`src/hw/rtl/dpc_pkg.sv`:
```
// dpc_pkg: shared types and codes for the distinct pattern counter
// no dependencies; used by the cell, the channel interfaces and the top level
`default_nettype none

package dpc_pkg;

  // item kinds as they arrive on the input channel
  typedef enum logic [1:0] {
    OP_COUNT = 2'd0,
    OP_READ  = 2'd1,
    OP_CLEAR = 2'd2,
    OP_NONE  = 2'd3
  } op_t;

  // result status codes
  localparam logic [2:0] ST_MATCH   = 3'd0;
  localparam logic [2:0] ST_NEW     = 3'd1;
  localparam logic [2:0] ST_FULL    = 3'd2;
  localparam logic [2:0] ST_BADIDX  = 3'd3;
  localparam logic [2:0] ST_CLEARED = 3'd4;

  // fixed payload widths of the channels
  localparam int KIND_W  = 2;
  localparam int PAT_W   = 32;
  localparam int SEL_W   = 6;
  localparam int STAT_W  = 3;
  localparam int CNT_W   = 16;
  localparam int ROWS_W  = 7;

  // control part of the token that walks down the cell chain
  typedef struct packed {
    logic valid;
    op_t  op;
    logic hit;
    logic is_new;
  } tok_ctrl_t;

endpackage

`default_nettype wire

```
`src/hw/rtl/dpc_cell.sv`:
```
// dpc_cell: one table row (pattern and count) plus one stage of the token chain
// depends on dpc_pkg for the token control struct and item kinds
`default_nettype none

module dpc_cell #(
  parameter int TABLE_ROWS = 64,
  parameter int CELL_IDX   = 0,
  parameter int SW         = 32,
  parameter int CB         = 16
) (
  input  wire logic                      clk,
  input  wire logic                      rst_n,
  input  wire logic                      adv,
  input  wire logic [$clog2(TABLE_ROWS+1)-1:0] used_rows,
  input  wire dpc_pkg::tok_ctrl_t        ctrl_i,
  input  wire logic [SW-1:0]             pat_i,
  input  wire logic [dpc_pkg::SEL_W-1:0] sel_i,
  input  wire logic [$clog2(TABLE_ROWS)-1:0] row_i,
  input  wire logic [SW-1:0]             rpat_i,
  input  wire logic [CB-1:0]             rcnt_i,
  output dpc_pkg::tok_ctrl_t             ctrl_o,
  output logic [SW-1:0]                  pat_o,
  output logic [dpc_pkg::SEL_W-1:0]      sel_o,
  output logic [$clog2(TABLE_ROWS)-1:0]  row_o,
  output logic [SW-1:0]                  rpat_o,
  output logic [CB-1:0]                  rcnt_o
);

  localparam int IW    = $clog2(TABLE_ROWS);
  localparam int UW    = $clog2(TABLE_ROWS+1);
  localparam int CMP_W = (UW > dpc_pkg::SEL_W) ? UW : dpc_pkg::SEL_W;
  localparam logic [UW-1:0]    MY_USED = UW'(CELL_IDX);
  localparam logic [CMP_W-1:0] MY_SEL  = CMP_W'(CELL_IDX);
  localparam logic [IW-1:0]    MY_ROW  = IW'(CELL_IDX);

  // stored row
  logic [SW-1:0] pattern_r;
  logic [CB-1:0] count_r;

  // token stage
  dpc_pkg::tok_ctrl_t ctrl_r, ctrl_nxt;
  logic [SW-1:0]                 pat_r;
  logic [dpc_pkg::SEL_W-1:0]     sel_r;
  logic [IW-1:0]                 row_r, row_nxt;
  logic [SW-1:0]                 rpat_r, rpat_nxt;
  logic [CB-1:0]                 rcnt_r, rcnt_nxt;

  logic          row_live;
  logic          is_next;
  logic          sel_hit;
  logic [CB-1:0] cnt_sat;
  logic          wr_pat;
  logic          wr_cnt;
  logic [CB-1:0] cnt_wval;

  assign row_live = MY_USED < used_rows;
  assign is_next  = MY_USED == used_rows;
  assign sel_hit  = CMP_W'(sel_i) == MY_SEL;
  assign cnt_sat  = (count_r == {CB{1'b1}}) ? count_r : count_r + CB'(1);

  always_comb begin
    ctrl_nxt = ctrl_i;
    row_nxt  = row_i;
    rpat_nxt = rpat_i;
    rcnt_nxt = rcnt_i;
    wr_pat   = 1'b0;
    wr_cnt   = 1'b0;
    cnt_wval = cnt_sat;
    if (ctrl_i.valid && !ctrl_i.hit) begin
      unique case (ctrl_i.op)
        dpc_pkg::OP_COUNT: begin
          // rows are distinct, so at most one live row matches
          priority if (row_live && pattern_r == pat_i) begin
            ctrl_nxt.hit = 1'b1;
            row_nxt      = MY_ROW;
            rpat_nxt     = pattern_r;
            rcnt_nxt     = cnt_sat;
            wr_cnt       = 1'b1;
          end else if (is_next) begin
            // first free row: append
            ctrl_nxt.hit    = 1'b1;
            ctrl_nxt.is_new = 1'b1;
            row_nxt         = MY_ROW;
            rpat_nxt        = pat_i;
            rcnt_nxt        = CB'(1);
            cnt_wval        = CB'(1);
            wr_pat          = 1'b1;
            wr_cnt          = 1'b1;
          end else begin
          end
        end
        dpc_pkg::OP_READ: begin
          if (row_live && sel_hit) begin
            ctrl_nxt.hit = 1'b1;
            row_nxt      = MY_ROW;
            rpat_nxt     = pattern_r;
            rcnt_nxt     = count_r;
          end
        end
        dpc_pkg::OP_CLEAR, dpc_pkg::OP_NONE: begin
        end
      endcase
    end
  end

  always_ff @(posedge clk) begin
    if (!rst_n) begin
      ctrl_r <= '0;
    end else if (adv) begin
      ctrl_r <= ctrl_nxt;
    end
  end

  always_ff @(posedge clk) begin
    if (adv) begin
      pat_r  <= pat_i;
      sel_r  <= sel_i;
      row_r  <= row_nxt;
      rpat_r <= rpat_nxt;
      rcnt_r <= rcnt_nxt;
      if (wr_pat) begin
        pattern_r <= pat_i;
      end
      if (wr_cnt) begin
        count_r <= cnt_wval;
      end
    end
  end

  assign ctrl_o = ctrl_r;
  assign pat_o  = pat_r;
  assign sel_o  = sel_r;
  assign row_o  = row_r;
  assign rpat_o = rpat_r;
  assign rcnt_o = rcnt_r;

endmodule

`default_nettype wire

```
`config.mk`:
```
export PLATFORM = sky130hd
export DESIGN_NAME = dpc_cell
export DESIGN_NICKNAME = d
export VERILOG_FILES = /design/src/hw/rtl/dpc_pkg.sv /design/src/hw/rtl/dpc_cell.sv
export SDC_FILE = /design/constraint.sdc
export NUM_CORES = 1
export LEC_CHECK = 0
export BUFFER_PORTS_ARGS = -buffer_cell sky130_fd_sc_hd__buf_4
export CAP_MARGIN = 10
export CORE_AREA = 2 2 191 155
export CTS_BUF_LIST = sky130_fd_sc_hd__clkbuf_4 sky130_fd_sc_hd__clkbuf_8
export DETAILED_ROUTE_END_ITERATION = 7
export DIE_AREA = 0 0 193 157
export HOLD_SLACK_MARGIN = 0.03
export PLACE_DENSITY = 0.56
export SLEW_MARGIN = 5
export SYNTH_ARGS = -nofsm -noshare
export SYNTH_HDL_FRONTEND = slang
export SYNTH_SLANG_ARGS = --single-unit
```
`constraint.sdc`:
```
create_clock -name clk -period 2.45 [get_ports clk]
set_clock_uncertainty 0.1 [all_clocks]
set_input_delay 0.1225 -clock clk [delete_from_list [all_inputs] [get_ports clk]]
set_output_delay 0.1225 -clock clk [all_outputs]
set_load 0.01 [all_outputs]
```
==> out/qor.yml, run 1 <==
switchingPower_mw: 1.425
cpPeakStageDelay_ns: 0.41
setup_viol: 0
worst_slew_pin_slew_ns: 0.5115
fillers: 2784
finalMaxSlewViolations: 0
finalCritPeriodShare_pct: 99.32
viasPerCell: 4.649
cts_buffers: 17
crit_buf_inv: 2
grt_pass1_vias: 5793
hp-class: "primary input to flop"
cts_buffer_depth: 2
worstPathCellList: "xnor2_1 -> buf_4 -> nand4_1 -> nor4_4 -> and2_4 -> o21bai_4 -> buf_12 -> a221o_1"
synthCells: 494
ioPinCount: 204
total_power_mw: 5.658
switching_share_pct: 25.19
die-area_um2: 30300
worst-path-max-fanout: 18
area_delta_synth_final_pct: 58.98
numClockSinks: 145
power_frac_comb_pct: 14.6
hpwl_um: 17190
rsz0062_at_grt: "true"
synth_area_per_cell_um2: 13.60
vias: 5760
fmax_mhz: 411.0
power_frac_seq_pct: 51.3
status: "complete, no violations"
insertion_delay_ns: 0.47
power.density_nw_per_um2: 529.9
regArea_um2: 4304
synth-seq-cells: 145
grt_pass1_wl_um: 35070
synth_ff_type: "edfxtp_1"
rows: 55
cts.reportedPaths.clkPinSlew_ns: 0.09
maxCapViolCount: 0
slew_headroom_pct: 65.90
place_congestion: 0.8587
hold_viol: 0
grt_util_all_layers_pct: 15.85
syn_nets: 602
htreeDepth: 4
grt_max_degree: 46
final_nets: 964
mostFrequentLayoutCell: "buf_4"
core_um2: 28210
cts_root_buffer: "clkbuf_8"
multi_input_area_um2: 2337
antenna_found_initial: 0
fp.dieH_um: 157
p_int_mw: 4.233
drc: 0
crit_family: "simple AND/OR/NAND/NOR gates"
initial_core_util_pct: 23.80
cpMaxStageDelayCell: "edfxtp_1"
synthDistinctLibCells: 59
detail_route.wl_per_cell_um: 19.68
cp.arrival_ns: 2.56
synth_area_um2: 6716
antenna_cells: 0
async_flop_share_pct: 0
dr.pass1.iters: 5
wl_um: 24380
p_leak_nw: 4.070
crit_path_end_kind: "flop"
gr-total-overflow: 0
cp-start-kind: "flop"
drt_iter0_drc: 496
ir_worst_vdd_mv: 0.3032
p_clk_share_pct: 34.1
numPortBuffers: 203
layout-drive-gt1-share_pct: 37.86
final_cell_mix: "buf_4 (258), edfxtp_1 (140), dlygate4sd3_1 (99), o21ai_0 (38), a221o_1 (35)"
cts_tree: "yes"
finalSetupTns_ns: 0
ys.warnings.count: 0
fp.dieW_um: 193
layout_min_cycle_time_ns: 2.433
yosysSeqAreaShare_pct: 64.08
cp_data_required_time_ns: 2.57
drtAntennaViolNets: 0
critPathKind: "flop to flop"
synth_edf_count: 140
==> power groups by stage <==
stage	logic (mW)	clock network (mW)	registers, mW
finish	0.826	1.93	2.90
global route	0.883	2.08	2.92
CTS	0.825	1.98	2.91
detailed placement	0.689	0	2.96
global placement	0.682	0	2.96
floorplan	0.127	0	3.03
==> layout make-up <==
cell class	count	share of cell area, %
flip-flops and latches	145	40.31
clock inverters	14	1.324
inverters	2	0.07031
multi-input cells	319	21.89
clock buffers	18	2.262
well taps	370	4.336
repair buffers	371	29.81
==> through the flow <==
stage               hold slack, ns  instance area (µm²)  setup slack, ns  utilization [%]  std cells
floorplan                   0.1214                 6718          0.01456                -        494
global placement            0.2123                 9140          -0.1996            32.39       1102
detailed placement          0.2125                 9140          -0.1837            32.39       1102
CTS                         0.2489                10550         0.002353            37.41       1235
global route                0.2631                10680         -0.08245            37.84       1239
finish                      0.2915                10680          0.01666            37.84       1239
==> Yosys cell counts, drive strengths merged (3+ instances only) <==
cell type  number  area share (%)
edfxtp        140              63
o21ai          40             3.0
xnor2          39             5.1
a221o          35             5.2
nor2           28             1.6
a21boi         23             2.6
nand2          17            0.99
buf            15             1.6
clkbuf         13            0.75
nand4          13             1.3
and3           11             1.0
mux2i          11             1.6
nor2b          10            0.93
nand3           9            0.67
and2            8            0.75
nor3            8            0.60
nor4            8             1.2
a21oi           5            0.37
dfxtp           5             1.5
a22oi           4            0.45
o22ai           4            0.37
o2bb2ai         4            0.52
a31oi           3            0.28
nand2b          3            0.28
nor4b           3            0.39
o31ai           3            0.34
or3             3            0.30
==> flip-flops by register name, summed over array words and instances (netlist names) <==
signal and flops:
pat_o 32, row_o 6, pattern_r 32, count_r 16, ctrl_o 5, rcnt_o 16
sel_o 6, rpat_o 32
==> timing repair <==
item,4_1_cts,5_1_grt
setup buffers,2,2
hold buffers,99,0
endpoints found under the hold margin,148,0
setup endpoints to repair,67,62
pin swaps,4,4
cloned,0,2
resized for setup,4,12
==> worst reg2reg max path, delay by kind of cell (launching register included) <==
kind / cells / cell delay (ns)
compound gates: 2 / 0.47
buf+inv: 2 / 0.36
flops: 1 / 0.41
xor+xnor: 1 / 0.27
simple gates: 3 / 0.57
==> cell families after synthesis <==
family                   Yosys count  synth area share, %
AND/OR/NAND/NOR                  129                10.88
XOR/XNOR                          41                5.347
flip-flops                       145                64.08
multiplexers                      11                1.639
buffers and inverters             30                2.440
adder cells (fa/ha/maj)            1               0.1863
AO/OA/AOI/OAI                    137                15.42
==> path summary, 6_finish.rpt <==
kind	from	endpoint	slack [ns]	cells after the start
max	pattern_r[23]	rpat_o[9]	0.02	8
min	sel_i[2]	sel_o[2]	0.29	2
max reg2reg	pattern_r[23]	rpat_o[9]	0.02	8
min reg2reg	ctrl_o[2]	ctrl_o[2]	0.44	2
==> routing by layer <==
metal | up-vias | wire length (µm) | global-route usage (%)
met4 | 0 | 235 | 3.824
met3 | 13 | 1466 | 4.058
met2 | 199 | 10990 | 24.39
li1 | 2686 | - | -
met5 | - | 0 | 0
met1 | 2862 | 11690 | 22.26
(Power assumes the default switching activity.)
==> run 2: changes to the inputs <==
--- a/config.mk
+++ b/config.mk
@@ -12,7 +12,7 @@
 export DETAILED_ROUTE_END_ITERATION = 7
 export DIE_AREA = 0 0 193 157
 export HOLD_SLACK_MARGIN = 0.03
-export PLACE_DENSITY = 0.56
+export PLACE_DENSITY = 0.5
 export SLEW_MARGIN = 5
 export SYNTH_ARGS = -nofsm -noshare
 export SYNTH_HDL_FRONTEND = slang
==> run 2 against run 1 <==
  * Non-clock buffer count is 5 higher
  * Power fell by 2.4%
  * Fmax rose by 1.5%
  * Setup slack better by 0.037 ns
  * Flip-flop and latch count unchanged
  * First-iteration DRC count shrank 34%
  * Design area is 0.40% higher
  * Global-route usage is 0.56 points lower
  * Worst hold slack lost 0.15 ns
  * Wire length is 5.2% lower
  * Clock power fell by 7%
  * Die area unchanged
  * Critical path type unchanged
  * Critical endpoint is now rpat_o[29]
  * Largest cell class unchanged
==> out/qor.yml, run 2 (synthesized netlist as in run 1, its figures left out) <==
hold_viol: 0
setup_viol: 0
ir_worst_vdd_mv: 0.3392
dr.pass1.iters: 5
detail_route.wl_per_cell_um: 18.56
ioPinCount: 204
p_int_mw: 4.133
dp.cells: 1105
numPortBuffers: 203
hold-worst-slack_ns: 0.1423
drt_iter0_drc: 328
cts.reportedPaths.clkPinSlew_ns: 0.08
cpMaxStageDelayCell: "edfxtp_1"
place_area_um2: 9188
finalMaxSlewViolations: 0
p_clk_share_pct: 32.6
finish.instance_area_um2: 10720
power_frac_comb_pct: 14.9
total_power_mw: 5.520
layout-drive-gt1-share_pct: 38.67
power_frac_seq_pct: 52.6
layout_min_cycle_time_ns: 2.396
drc: 0
numClockSinks: 145
cp-start-kind: "flop"
core_um2: 28210
crit_path_end_kind: "flop"
die-area_um2: 30300
switching_share_pct: 25.12
area_delta_synth_final_pct: 59.61
final_nets: 969
drtAntennaViolNets: 0
cp.arrival_ns: 2.50
cts_buffer_depth: 2
rows: 55
cts_tree: "yes"
grt_max_degree: 54
p_leak_nw: 4.105
cpPeakStageDelay_ns: 0.41
viasPerCell: 4.571
cts_buffers: 17
vias: 5691
worst_slew_pin_slew_ns: 0.4878
post-route-util_pct: 38.00
worst-path-max-fanout: 24
hp-class: "primary input to flop"
finalSetupTns_ns: 0
power.density_nw_per_um2: 514.9
gr-total-overflow: 0
status: "complete, no violations"
grt_util_all_layers_pct: 15.29
cts_root_buffer: "clkbuf_8"
wl_um: 23110
critPathKind: "flop to flop"
initial_core_util_pct: 23.80
grt_pass1_vias: 5775
htreeDepth: 4
place_congestion: 0.8586
rsz0062_at_grt: "true"
timing.final.ws_setup_ns: 0.05376
fp.dieW_um: 193
slew_headroom_pct: 67.48
final_cells: 1245
finalCritPeriodShare_pct: 97.81
maxCapViolCount: 0
hpwl_um: 16180
fmax_mhz: 417.3
worstPathCellList: "xnor2_1 -> nand4_1 -> nor4_4 -> and2_4 -> o21bai_4 -> buf_12 -> a221o_1"
cp_data_required_time_ns: 2.56
mostFrequentLayoutCell: "buf_4"
fp.dieH_um: 157
antenna_found_initial: 1
dp_slack_ns: -0.2334
grt_pass1_wl_um: 34200
final_cell_mix: "buf_4 (262), edfxtp_1 (140), dlygate4sd3_1 (100), o21ai_0 (39), a221o_1 (35)"
switchingPower_mw: 1.387
insertion_delay_ns: 0.46
==> run 2: changes by cell type in the layout (fill, tap and decap cells not counted), sizes merged <==
cell,delta
buf,+6
clkinv,+3
clkinvlp,-3
clkbuf,-2
bufinv,-1
diode,+1
dlygate4sd3,+1
inv,+1
==> run 2: worst paths after layout <==
check                     start          to  slack [ns]  cells after the start
setup reg to reg  pattern_r[20]  rpat_o[29]        0.05                      7
hold / removal        ctrl_i[3]  rcnt_o[15]        0.14                      4
setup / recovery  pattern_r[20]  rpat_o[29]        0.05                      7
hold reg to reg       ctrl_o[2]   ctrl_o[2]        0.43                      2
==> run 2: critical path: cells and delay by family, from the launching register on <==
| family | cells | cell delay (ns) |
|---|---|---|
| simple gates | 3 | 0.77 |
| flops | 1 | 0.41 |
| compound gates | 2 | 0.44 |
| buf+inv | 1 | 0.18 |
| xor+xnor | 1 | 0.23 |
==> run 2: layer usage <==
layer,vias up,GRT usage [%],share of wire [%]
met5,-,0,0
met4,0,3.644,1.1
met3,14,4.348,6.8
met2,192,22.58,43
met1,2785,21.99,49
li1,2700,-,-
==> run 2: repair_timing <==
| item | in CTS | in global routing |
|---|---|---|
| endpoints found under the hold margin | 141 | 0 |
| pin swaps | 7 | 8 |
| hold buffers | 100 | 0 |
| gates resized for setup | 7 | 15 |
| setup endpoints to repair | 69 | 42 |
| buffers inserted | 3 | 4 |
==> run 2: cell type report <==
type,count,area [µm²]
fillers,2736,17490
flip-flops and latches,145,4304
repair buffers,376,3213
multi-input cells,319,2372
well taps,370,462.9
clock buffers,18,241.5
clock inverters,14,116.4
inverters,2,7.507
diodes,1,2.502
==> run 2: power by group through the flow <==
stage | Clock, mW | Sequential, mW | Combinational, mW
final | 1.80 | 2.90 | 0.820
after global routing | 1.97 | 2.91 | 0.882
after CTS | 1.88 | 2.90 | 0.821
after detailed placement | 0 | 2.96 | 0.685
after global placement | 0 | 2.96 | 0.682
after floorplan | 0 | 3.03 | 0.127
==> run 3: changes to the inputs <==
--- a/config.mk
+++ b/config.mk
@@ -5,14 +5,16 @@
 export SDC_FILE = /design/constraint.sdc
 export NUM_CORES = 1
 export LEC_CHECK = 0
+export ABC_AREA = 1
 export BUFFER_PORTS_ARGS = -buffer_cell sky130_fd_sc_hd__buf_4
 export CAP_MARGIN = 10
-export CORE_AREA = 2 2 191 155
+export CORE_AREA = 2 2 210 170
 export CTS_BUF_LIST = sky130_fd_sc_hd__clkbuf_4 sky130_fd_sc_hd__clkbuf_8
 export DETAILED_ROUTE_END_ITERATION = 7
-export DIE_AREA = 0 0 193 157
+export DIE_AREA = 0 0 212 172
+export GPL_TIMING_DRIVEN = 0
 export HOLD_SLACK_MARGIN = 0.03
-export PLACE_DENSITY = 0.5
+export PLACE_DENSITY = 0.49
 export SLEW_MARGIN = 5
 export SYNTH_ARGS = -nofsm -noshare
 export SYNTH_HDL_FRONTEND = slang
==> run 3 against run 2 <==
  * Register-to-register slack gained 0.02 ns
  * Non-clock buffer count shrank 30
  * Sequential power is essentially flat
  * Wire length grew 33%
  * Via count grew 41%
  * Utilization shrank 3.2 points
  * Clock-buffer cell count is the same
  * First-iteration DRC count grew 110%
  * Power grew 6.9%
  * Final cell count grew 46%
  * Flip-flop and latch count is the same
==> out/qor.yml, run 3 <==
rows: 61
power.density_nw_per_um2: 492.8
grt_pass1_wl_um: 45080
async_flop_share_pct: 0
insertion_delay_ns: 0.50
area_delta_synth_final_pct: 46.71
cts_tree: "yes"
cp_common_cell: "nand2_1"
dp_slack_ns: -0.4810
status: "complete, no violations"
hp-class: "primary input to flop"
slew_headroom_pct: 31.08
cts_root_buffer: "clkbuf_8"
antenna_cells: 0
detail_route.wl_per_cell_um: 16.91
timing.final.ws_setup_ns: 0.07241
drtAntennaViolNets: 0
synthDistinctLibCells: 42
finalMaxSlewViolations: 0
maxCapViolCount: 0
final_nets: 1436
cpMaxStageDelayCell: "edfxtp_1"
gr-total-overflow: 0
critPathKind: "flop to flop"
final_cells: 1812
synth_top_area_share_pct: 51.53
synth_top_area_cell: "edfxtp_1"
synth_edf_count: 140
worst_slew_pin_slew_ns: 1.030
worst-path-max-fanout: 8
ys.warnings.count: 0
vias: 8030
synth_ff_type: "edfxtp_1"
layout_min_cycle_time_ns: 2.378
rsz0062_at_grt: "false"
mostFrequentLayoutCell: "nand2_1"
p_leak_nw: 5.442
crit_path_end_kind: "flop"
viasPerCell: 4.432
yosysSeqAreaShare_pct: 52.75
p_clk_share_pct: 33.8
dp.cells: 1668
cpPeakStageDelay_ns: 0.44
final_cell_mix: "nand2_1 (336), buf_4 (219), edfxtp_1 (140), nor2_1 (118), dlygate4sd3_1 (97)"
power_frac_comb_pct: 17.0
cts.reportedPaths.clkPinSlew_ns: 0.10
core_um2: 34420
switchingPower_mw: 1.622
ys_top_cells_by_count: "nand2_1 (341), edfxtp_1 (140), nor2_1 (121)"
worstPathCellList: "xnor2_2 -> buf_4 -> nand2_1 -> nor2_1 -> nand2_1 -> nor2_1 -> nand3_2 -> a22oi_1 -> nand2_1"
synth_area_um2: 8159
cp.arrival_ns: 2.51
setup_viol: 0
syn_nets: 1099
htreeDepth: 4
place_area_um2: 10350
ioPinCount: 204
ir_worst_vdd_mv: 0.3065
dr.pass1.iters: 5
drc: 0
power_frac_seq_pct: 49.3
cts_buffer_depth: 2
fillers: 3573
drt_iter0_drc: 674
switching_share_pct: 27.50
synth-seq-cells: 145
hpwl_um: 22280
numClockSinks: 145
grt_pass1_vias: 7499
hold_viol: 0
cts_buffers: 17
place_congestion: 0.8356
p_int_mw: 4.277
initial_core_util_pct: 23.70
synth_area_per_cell_um2: 8.233
grt_util_all_layers_pct: 16.73
antenna_found_initial: 0
die-area_um2: 36460
total_power_mw: 5.899
fp.dieW_um: 212
cp_data_required_time_ns: 2.58
synth.most_common_cell: "nand2_1"
fp.dieH_um: 172
numPortBuffers: 203
grt_max_degree: 58
synthCells: 991
synth.area.top_cells: "edfxtp_1 (52%), nand2_1 (16%), nor2_1 (5.6%), inv_1 (4.1%), o21ai_0 (3.2%)"
cp-start-kind: "flop"
fmax_mhz: 420.6
wl_um: 30650
finalCritPeriodShare_pct: 97.04
layout-drive-gt1-share_pct: 26.49
finish.instance_area_um2: 11970
[run 3: cell count changes after synthesis, moves of 11 or more]
cell and delta:
xnor2_1 -29, a22oi_1 +15, o21ai_0 +13, nor2_1 +93
nand3_1 +29, inv_1 +87, inv_2 +26, o21ai_1 +15
and3_1 -11, a21boi_0 -19, a221o_1 -35, mux2i_1 -11
nand2_1 +325
[run 3: timing repair]
action | CTS | global route
buffers inserted | 2 | 13
endpoints found under the setup margin | 17 | 55
hold buffers | 97 | 0
gates resized for setup | 6 | 25
pin swaps | 1 | 9
gates cloned | 0 | 1
hold endpoints to repair | 127 | 0
[run 3: cell type report]
| type | count | area, µm² | area share [%] |
|---|---|---|---|
| Timing Repair Buffer | 318 | 2700 | 22.56 |
| Multi-Input combinational cell | 703 | 3408 | 28.47 |
| Tap cell | 472 | 590.6 | 4.934 |
| Clock buffer | 18 | 241.5 | 2.017 |
| Buffer | 28 | 153.9 | 1.286 |
| Inverter | 115 | 431.7 | 3.606 |
| Sequential cell | 145 | 4304 | 35.96 |
| Clock inverter | 13 | 140.1 | 1.171 |
[run 3: logic make-up (layout without fill, tap and decap cells)]
family          after synthesis  count (layout)  synth area share [%]
xor+xnor                     18              18                 2.024
flops                       145             145                 52.75
simple gates                547             547                 28.00
fa+ha+maj                     1               1                0.1533
buf+inv                     143             492                 7.069
compound gates              137             137                 9.999
[run 3: power groups by stage]
stage / logic, mW / registers [mW] / clock network (mW)
after floorplan: 0.251 / 3.04 / 0
after global placement: 0.848 / 2.96 / 0
after detailed placement: 0.859 / 2.96 / 0
after CTS: 1.00 / 2.91 / 2.08
after global routing: 1.09 / 2.92 / 2.17
final: 1.00 / 2.91 / 1.99
[run 3: path summary, 6_finish.rpt]
kind | start | endpoint | slack [ns] | cells after the start
max | pattern_r[2] | rpat_o[31] | 0.07 | 9
min | adv | rpat_o[18] | 0.06 | 1
max reg2reg | pattern_r[2] | rpat_o[31] | 0.07 | 9
min reg2reg | ctrl_o[4] | ctrl_o[4] | 0.39 | 2
[run 3: layer usage]
layer | GRT usage, % | wire length, µm | vias to the layer above
met5 | 0 | 0 | -
met4 | 4.654 | 367 | 0
met3 | 4.250 | 2095 | 23
met2 | 25.23 | 13260 | 282
met1 | 23.61 | 14930 | 3792
li1 | - | - | 3933
[run 3: critical path: cells and delay by family (launching register included)]
kind                      cells  cell delay (ns)
xor gates and xnor gates      1             0.26
DFF                           1             0.44
buffers and inverters         1             0.15
AOI/OAI and AO/OA             1             0.25
and+or+nand+nor               6             0.90
[run 3: stage by stage]
stage	util (%)	setup TNS (ns)	hold slack [ns]
final	34.78	0	0.06496
after global routing	34.78	0	0.06065
after CTS	34.20	0	0.04602
after detailed placement	30.06	-9.782	0.2136
after global placement	29.87	-55.89	0.2106
after floorplan	-	0	0.1119
